**src/hdl/ibt_pkg.sv**
```systemverilog
// Shared constants, types and status codes for the interval booking table.
`timescale 1ns / 1ps
package ibt_pkg;

    localparam int CAPACITY   = 64;
    localparam int TIME_BITS  = 32;
    localparam int SLOT_BITS  = (CAPACITY > 1) ? $clog2(CAPACITY) : 1;
    localparam int COUNT_BITS = $clog2(CAPACITY + 1);
    localparam int ENTRY_BITS = 2 * TIME_BITS;

    localparam int FIELD_BITS  = 32;
    localparam int STATUS_BITS = 2;
    localparam int BOOKED_BITS = 7;

    typedef logic [TIME_BITS-1:0]  time_t;
    typedef logic [SLOT_BITS-1:0]  slot_t;
    typedef logic [COUNT_BITS-1:0] count_t;
    typedef logic [ENTRY_BITS-1:0] entry_t;

    typedef enum logic [STATUS_BITS-1:0] {
        ST_BOOKED  = 2'd0,
        ST_OVERLAP = 2'd1,
        ST_FULL    = 2'd2,
        ST_EMPTY   = 2'd3
    } status_t;

endpackage

```
**src/hdl/ibt_req_if.sv**
```systemverilog
// Request channel: one interval per item.
`timescale 1ns / 1ps
interface ibt_req_if;
    logic        valid;
    logic        ready;
    logic [31:0] start_time;
    logic [31:0] end_time;

    modport source (output valid, output start_time, output end_time, input ready);
    modport sink   (input valid, input start_time, input end_time, output ready);
endinterface

```
**src/hdl/ibt_rsp_if.sv**
```systemverilog
// Response channel: status and booking count per item.
`timescale 1ns / 1ps
interface ibt_rsp_if;
    logic       valid;
    logic       ready;
    logic [1:0] status;
    logic [6:0] booked_count;

    modport source (output valid, output status, output booked_count, input ready);
    modport sink   (input valid, input status, input booked_count, output ready);
endinterface

```
**src/hdl/ibt_ram.sv**
```systemverilog
// Generic simple dual-port RAM with registered read.
`timescale 1ns / 1ps
module ibt_ram #(
    parameter int WIDTH = 8,
    parameter int DEPTH = 16,
    localparam int AW   = (DEPTH > 1) ? $clog2(DEPTH) : 1
) (
    input  logic             clk,
    input  logic             we,
    input  logic [AW-1:0]    waddr,
    input  logic [WIDTH-1:0] wdata,
    input  logic [AW-1:0]    raddr,
    output logic [WIDTH-1:0] rdata
);

    logic [WIDTH-1:0] mem [DEPTH];
    logic [WIDTH-1:0] rdata_reg;

    always_ff @(posedge clk)
    begin
        if (we)
        begin
            mem[waddr] <= wdata;
        end
        rdata_reg <= mem[raddr];
    end

    assign rdata = rdata_reg;

endmodule

```
**src/hdl/ibt_overlap.sv**
```systemverilog
// Half-open interval overlap compare, shared by every slot of the scan.
`timescale 1ns / 1ps
module ibt_overlap import ibt_pkg::*; (
    input  entry_t slot_entry,
    input  time_t  req_start,
    input  time_t  req_end,
    output logic   hit
);

    time_t slot_start;
    time_t slot_end;

    // entry packs {start, end}
    assign slot_start = slot_entry[ENTRY_BITS-1:TIME_BITS];
    assign slot_end   = slot_entry[TIME_BITS-1:0];

    assign hit = (slot_start < req_end) && (slot_end > req_start);

endmodule

```
**src/hdl/interval_booking_table_unit.sv**
```systemverilog
// Interval booking table: top level with scan sequencer, valid bits and slot RAM.
//
//  channel | dir | payload                          | accepted when
//  --------+-----+----------------------------------+-------------------------
//  req     | in  | start_time[31:0], end_time[31:0] | req.valid && req.ready
//  rsp     | out | status[1:0], booked_count[6:0]   | rsp.valid && rsp.ready
//
// An empty or inverted interval goes from accept straight to the reply step. Any
// other item walks all CAPACITY slots through the single read port of the slot
// RAM, one slot per cycle, in these steps from accept to result: accept,
// CAPACITY reads, RAM drain, decide/write, reply.
// req.ready is high only while idle. The result sits in an output register;
// a stalled rsp holds the sequencer in its reply step until the register frees.
// Reset clears valid bits, count and control at once; no clearing pass.
`timescale 1ns / 1ps
module interval_booking_table_unit import ibt_pkg::*; (
    input  logic      clk,
    input  logic      rst_n,
    ibt_req_if.sink   req,
    ibt_rsp_if.source rsp
);

    typedef enum logic [2:0] {
        S_IDLE,
        S_SCAN,
        S_DRAIN,
        S_DECIDE,
        S_REPLY
    } state_t;

    state_t                     state_reg;
    time_t                      start_reg;
    time_t                      end_reg;
    slot_t                      idx_reg;
    slot_t                      free_idx_reg;
    logic                       have_free_reg;
    logic                       clash_reg;
    logic                       p_vld_reg;       // RAM read in flight
    logic                       p_slot_valid_reg;
    logic [CAPACITY-1:0]        slot_valid_reg;
    count_t                     held_count_reg;
    status_t                    result_reg;
    logic                       rsp_valid_reg;
    status_t                    rsp_status_reg;
    logic [BOOKED_BITS-1:0]     rsp_booked_reg;

    time_t   req_start;
    time_t   req_end;
    entry_t  rd_entry;
    logic    hit;
    logic    ram_we;
    logic    req_fire;
    logic    booking;
    logic    reply_load;

    assign req_start = TIME_BITS'(req.start_time);
    assign req_end   = TIME_BITS'(req.end_time);
    assign req.ready = (state_reg == S_IDLE);
    assign req_fire  = req.valid && req.ready;

    assign booking = !clash_reg && have_free_reg;
    assign ram_we  = (state_reg == S_DECIDE) && booking;

    // output register can take a new item when empty or being drained
    assign reply_load = (state_reg == S_REPLY) && (!rsp_valid_reg || rsp.ready);

    ibt_ram #(
        .WIDTH (ENTRY_BITS),
        .DEPTH (CAPACITY)
    ) u_slots (
        .clk   (clk),
        .we    (ram_we),
        .waddr (free_idx_reg),
        .wdata ({start_reg, end_reg}),
        .raddr (idx_reg),
        .rdata (rd_entry)
    );

    ibt_overlap u_cmp (
        .slot_entry (rd_entry),
        .req_start  (start_reg),
        .req_end    (end_reg),
        .hit        (hit)
    );

    always_ff @(posedge clk or negedge rst_n)
    begin
        if (!rst_n)
        begin
            state_reg        <= S_IDLE;
            start_reg        <= '0;
            end_reg          <= '0;
            idx_reg          <= '0;
            free_idx_reg     <= '0;
            have_free_reg    <= 1'b0;
            clash_reg        <= 1'b0;
            p_vld_reg        <= 1'b0;
            p_slot_valid_reg <= 1'b0;
            slot_valid_reg   <= '0;
            held_count_reg   <= '0;
            result_reg       <= ST_BOOKED;
            rsp_valid_reg    <= 1'b0;
            rsp_status_reg   <= ST_BOOKED;
            rsp_booked_reg   <= '0;
        end
        else
        begin
            if (reply_load)
            begin
                rsp_valid_reg <= 1'b1;
            end
            else if (rsp.ready)
            begin
                rsp_valid_reg <= 1'b0;
            end

            // compare stage: RAM data of the previous read
            if (p_vld_reg && p_slot_valid_reg && hit)
            begin
                clash_reg <= 1'b1;
            end
            p_vld_reg <= (state_reg == S_SCAN);

            case (state_reg)
                S_IDLE:
                begin
                    if (req_fire)
                    begin
                        start_reg     <= req_start;
                        end_reg       <= req_end;
                        idx_reg       <= '0;
                        clash_reg     <= 1'b0;
                        have_free_reg <= 1'b0;
                        if (req_start >= req_end)
                        begin
                            result_reg <= ST_EMPTY;
                            state_reg  <= S_REPLY;
                        end
                        else
                        begin
                            state_reg <= S_SCAN;
                        end
                    end
                end
                S_SCAN:
                begin
                    p_slot_valid_reg <= slot_valid_reg[idx_reg];
                    // lowest free slot comes first in scan order
                    if (!slot_valid_reg[idx_reg] && !have_free_reg)
                    begin
                        have_free_reg <= 1'b1;
                        free_idx_reg  <= idx_reg;
                    end
                    if (idx_reg == SLOT_BITS'(CAPACITY - 1))
                    begin
                        state_reg <= S_DRAIN;
                    end
                    else
                    begin
                        idx_reg <= idx_reg + 1'b1;
                    end
                end
                S_DRAIN:
                begin
                    state_reg <= S_DECIDE;
                end
                S_DECIDE:
                begin
                    // overlap wins over full
                    if (clash_reg)
                    begin
                        result_reg <= ST_OVERLAP;
                    end
                    else if (!have_free_reg)
                    begin
                        result_reg <= ST_FULL;
                    end
                    else
                    begin
                        result_reg                   <= ST_BOOKED;
                        slot_valid_reg[free_idx_reg] <= 1'b1;
                        held_count_reg               <= held_count_reg + 1'b1;
                    end
                    state_reg <= S_REPLY;
                end
                S_REPLY:
                begin
                    if (reply_load)
                    begin
                        rsp_status_reg <= result_reg;
                        rsp_booked_reg <= BOOKED_BITS'(held_count_reg);
                        state_reg      <= S_IDLE;
                    end
                end
                default:
                begin
                    state_reg <= S_IDLE;
                end
            endcase
        end
    end

    assign rsp.valid        = rsp_valid_reg;
    assign rsp.status       = rsp_status_reg;
    assign rsp.booked_count = rsp_booked_reg;

    // count tracks the valid bits
    a_count_matches: assert property (@(posedge clk) disable iff (!rst_n)
        $countones(slot_valid_reg) == int'(held_count_reg))
        else $error("held count differs from number of valid slots");

    a_count_bound: assert property (@(posedge clk) disable iff (!rst_n)
        int'(held_count_reg) <= CAPACITY)
        else $error("held count above capacity");

    // never overwrite a booked slot
    a_write_free: assert property (@(posedge clk) disable iff (!rst_n)
        ram_we |-> !slot_valid_reg[free_idx_reg])
        else $error("booking written over a valid slot");

    a_busy_after_accept: assert property (@(posedge clk) disable iff (!rst_n)
        req_fire |=> !req.ready)
        else $error("ready high right after an accepted item");

endmodule
```
**src/flat_wrapper.sv**
```systemverilog
// flat-port wrapper written by rule: the top's interface ports become plain ports
module interval_booking_table_unit_flat import ibt_pkg::*;
  (clk, rst_n, req_valid, req_start_time, req_end_time, req_ready, rsp_valid, rsp_status, rsp_booked_count, rsp_ready);
  ibt_req_if req_i ();
  ibt_rsp_if rsp_i ();
  input  logic clk;
  input  logic rst_n;
  input wire logic [$bits(req_i.valid)-1:0] req_valid;
  input wire logic [$bits(req_i.start_time)-1:0] req_start_time;
  input wire logic [$bits(req_i.end_time)-1:0] req_end_time;
  output wire logic [$bits(req_i.ready)-1:0] req_ready;
  output wire logic [$bits(rsp_i.valid)-1:0] rsp_valid;
  output wire logic [$bits(rsp_i.status)-1:0] rsp_status;
  output wire logic [$bits(rsp_i.booked_count)-1:0] rsp_booked_count;
  input wire logic [$bits(rsp_i.ready)-1:0] rsp_ready;
  assign req_i.valid = req_valid;
  assign req_i.start_time = req_start_time;
  assign req_i.end_time = req_end_time;
  assign req_ready = req_i.ready;
  assign rsp_valid = rsp_i.valid;
  assign rsp_status = rsp_i.status;
  assign rsp_booked_count = rsp_i.booked_count;
  assign rsp_i.ready = rsp_ready;
  interval_booking_table_unit u_core (.clk(clk), .rst_n(rst_n), .req(req_i), .rsp(rsp_i));
endmodule
```
**config.mk**
```make
export PLATFORM = sky130hd
export DESIGN_NAME = interval_booking_table_unit_flat
export DESIGN_NICKNAME = d
export VERILOG_FILES = /design/src/hdl/ibt_pkg.sv /design/src/hdl/ibt_req_if.sv /design/src/hdl/ibt_rsp_if.sv /design/src/hdl/ibt_ram.sv /design/src/hdl/ibt_overlap.sv /design/src/hdl/interval_booking_table_unit.sv /design/src/flat_wrapper.sv
export SDC_FILE = /design/constraint.sdc
export NUM_CORES = 2
export LEC_CHECK = 0
export BUFFER_PORTS_ARGS = -buffer_cell sky130_fd_sc_hd__buf_2
export CAP_MARGIN = 10
export CORE_MARGIN = 2
export CORE_UTILIZATION = 45
export DETAILED_ROUTE_END_ITERATION = 10
export HOLD_SLACK_MARGIN = 0.03
export PLACE_DENSITY = 0.72
export SETUP_SLACK_MARGIN = 0.5
export SLEW_MARGIN = 20
export SYNTH_ARGS = -nofsm -noshare
export SYNTH_HDL_FRONTEND = slang
export SYNTH_SLANG_ARGS = --single-unit
```
**constraint.sdc**
```tcl
create_clock -name clk -period 4.85 [get_ports clk]
set_input_delay 0.2425 -clock clk [delete_from_list [all_inputs] [get_ports clk]]
set_output_delay 0.2425 -clock clk [all_outputs]
set_load 0.1 [all_outputs]
```
==> results.py <==
metrics = {
    "cells_and_area": {
        "layout-drive-gt1-share_pct": 32.12,
        "regArea_mm2": 0.1285,
        "area_growth_syn_to_layout_pct": 14.44,
        "fin_nets": 7483,
        "largest_reg_flops": 4096,
        "fill_cells": 26987,
        "stdcell_count": 12497,
        "multi_input_area_mm2": 0.03532,
    },
    "critical_path": {
        "crit_required_ns": 5.72,
        "cp.arrival_ns": 4.70,
        "reg2reg_slack_ns": 1.02,
        "path_common_cell": "mux2_2",
        "r2r_start": "u_core.idx_reg[0]",
        "startpoint_type": "flip-flop",
        "slowest_delay_ns": 1.13,
        "r2r_end": "u_core.free_idx_reg[2]",
        "cp_cell_sequence": "buf_12, mux2_2, a31o_2, o41ai_1, a311oi_1, nor3_1, and2_1, mux2_2",
        "cp_max_fo": 39,
        "end_kind": "flip-flop",
        "rr_worst_depth": 8,
        "cp.depth": 8,
        "critPathKind": "reg -> reg",
        "critPathTopFamily": "flip-flops",
        "cp_slowest_cell": "dfrtp_4",
        "crit_buf_inv": 1,
    },
    "placed_design": {
        "io_buffers": 78,
        "gp_congestion": 0.8403,
        "dpl.hpwl_mm": 219.7,
        "placed_cells": 11611,
    },
    "routing": {
        "via_per_inst": 6.435,
        "finalWirelength_mm": 457.4,
        "drtIter0Drc": 13651,
        "wl_per_cell_um": 36.60,
        "dr.pass1.iters": 9,
        "vias": 80422,
        "ant_nets": 0,
        "drc": 0,
    },
    "synth": {
        "ys_async_sr_fraction_pct": 3.837,
        "syn_nets": 6936,
        "synth_area_leaders": "edfxtp_1, mux4_2, dfrtp_1, dfxtp_1, ha_1",
        "synth_edf_count": 4096,
        "ys_ff_latch": 4326,
        "synthCells": 6771,
        "yosys_warnings": 0,
        "ys.flop_type": "edfxtp_1",
        "netlist_area_mm2": 0.1652,
        "avgSynthCellArea_um2": 24.39,
        "synth_top_area_share_pct": 74.47,
        "synth_largest_area_cell": "edfxtp_1",
        "ys_seq_area_share_pct": 77.76,
        "synthDistinctLibCells": 56,
    },
    "global_routing": {
        "grt_start_max_net_pins": 137,
        "antenna_found_initial": 14,
        "grt_pass1_vias": 80489,
        "grt_pass1_wl_mm": 632.0,
        "gr-total-overflow": 0,
        "grt_usage_pct": 24.36,
    },
    "floorplanning": {
        "io_pins": 79,
        "die_h_um": 609.9,
        "die-area_mm2": 0.3719,
        "fp-row-count": 222,
        "chipWidth_um": 609.9,
        "core_mm2": 0.3655,
        "initial_utilization_pct": 45.19,
    },
    "clock_tree": {
        "cts-root-buf": "clkbuf_16",
        "cts_tree": "done",
        "cts_buffer_depth": 4,
        "numCtsBuffers": 417,
        "ctsResizeCount": 0,
        "clkTransAtPathRegs_ns": 0.07,
        "ctsHoldBuffers": 104,
        "cts_setup_buffers": 0,
        "numClockSinks": 4326,
        "clk_latency_ns": 1.02,
        "htreeDepth": 5,
    },
    "min_path": {
        "worst_hold_path.endpoint": "u_core.end_reg[9]",
        "hold_class": "in -> reg",
        "min_from": "req_end_time[9]",
        "whs_path_depth": 4,
    },
    "pwr": {
        "pwr_density_cell_mw_per_mm2": 558.9,
        "max-vdd-ir-drop_v": 0.0005288,
        "leakage_nw": 59.07,
    },
    "sta": {
        "fmax_mhz": 261.1,
        "drv_slew": 0,
        "fin_tns_setup_ns": 0,
        "worst_slew_pin_slew_ns": 1.116,
        "fin_worst_skew_ns": 0.08732,
        "finalCriticalPeriod_ns": 3.831,
        "slew_headroom_pct": 24.89,
        "rsz0062_at_grt": "no",
        "period_share_pct": 78.98,
        "finalHoldViolations": 0,
        "setup_viol": 0,
    },
    "outcome": {
        "status": "finished, final reports clean",
    },
    "flow_run": {
        "maxCapViolations": 0,
    },
}
==> kinds of logic (layout without fill, tap and decap cells) <==
kind of cell | after synthesis | in the layout | share of synthesized area (%)
and+or+nand+nor | 345 | 345 | 1.007
DFF | 4326 | 4326 | 77.76
muxes | 1380 | 1380 | 18.66
buffers and inverters | 439 | 1343 | 1.164
AOI/OAI and AO/OA | 174 | 174 | 0.6219
xor gates and xnor gates | 10 | 10 | 0.05303
adders and majority gates | 97 | 97 | 0.7348
other | 0 | 6 | 0
==> worst max path at each step <==
stage	from	to	slack (ns)
floorplan	u_core.state_reg[1]	u_core.u_slots.mem[63][0]	-0.002
global placement	req_end_time[20]	u_core.state_reg[0]	0.22
detailed placement	req_start_time[0]	u_core.result_reg[0]	0.82
CTS	u_core.idx_reg[0]	u_core.free_idx_reg[2]	1.09
global route	u_core.idx_reg[0]	u_core.free_idx_reg[2]	0.87
finish	u_core.idx_reg[0]	u_core.free_idx_reg[2]	1.02
==> synthesized netlist by cell type (6+ instances only) <==
library cell,count
nand4_1,17
a21oi_1,31
or2_2,65
and2_1,6
buf_1,20
dfrtp_1,166
o21ai_0,86
inv_1,106
edfxtp_1,4096
nand3_1,17
mux4_2,1340
nand2_1,98
mux4_1,14
buf_2,93
mux2i_1,11
buf_4,14
nor2_1,93
a211oi_1,6
ha_1,97
mux2_2,15
nor3_1,12
buf_6,12
xnor2_1,7
a21o_1,19
dfxtp_1,64
clkbuf_1,193
nor2b_1,13
==> report_power, final <==
part	switching (mW)	leakage (nW)	total, mW	internal, mW
logic	14.2	12.5	25.3	11.1
registers	0.961	39.8	47.6	46.6
clock network	14.1	6.72	32.8	18.6
total	29.3	59.1	106	76.4
==> per-stage QoR <==
step	total power, mW	instance area, um2	hold WS, ns	util, %	setup WS [ns]
after floorplan	65.72	165200	-0.05309	-	-0.001713
after global placement	72.28	174100	0.3075	47.62	0.2162
after detailed placement	73.09	174100	0.3258	47.63	0.8173
after CTS	105.8	189000	0.04469	51.71	1.086
after global routing	108.8	189000	0.08816	51.71	0.8687
final	105.7	189000	0.05536	51.71	1.019
==> placed cells by master, fill, tap and decap left out, types with 15 or more instances in the layout <==
cell type	instances
mux4_2	1340
clkinv_2	74
or2_2	65
buf_2	78
ha_1	97
a21o_1	19
nor2_1	28
o21ai_0	85
nand4_1	17
mux2_2	15
dfxtp_1	64
nand3_1	17
a21oi_1	31
inv_1	106
buf_4	165
clkbuf_8	21
bufinv_16	42
clkbuf_1	95
nor2_4	64
clkinvlp_4	17
dfrtp_1	158
edfxtp_1	4096
clkinv_1	76
dlygate4sd3_1	103
clkbuf_16	422
nand2_1	98
buf_12	112
==> per-layer routing <==
metal,vias to the layer above,wire [um],global-route usage (%)
met1,43055,157900,31.93
met2,6101,222000,39.34
met4,2,25330,11.75
met5,-,8,0
li1,30166,-,-
met3,1098,52200,4.896
==> tightest hold or removal path, delay by kind of cell <==
kind	cells	cell delay [ns]
simple gates	1	0.04
buf+inv	2	0.65
compound gates	1	0.06
==> layout make-up <==
cell class | count | area share, %
timing repair buffer | 461 | 2.621
multi-input combinational | 2006 | 18.69
clock buffer | 537 | 5.921
inverter | 106 | 0.2105
sequential | 4326 | 67.96
clock inverter | 239 | 1.407
tap | 4816 | 3.188
antenna | 6 | 0.007943
No activity file was read; power rests on OpenSTA's default activity.
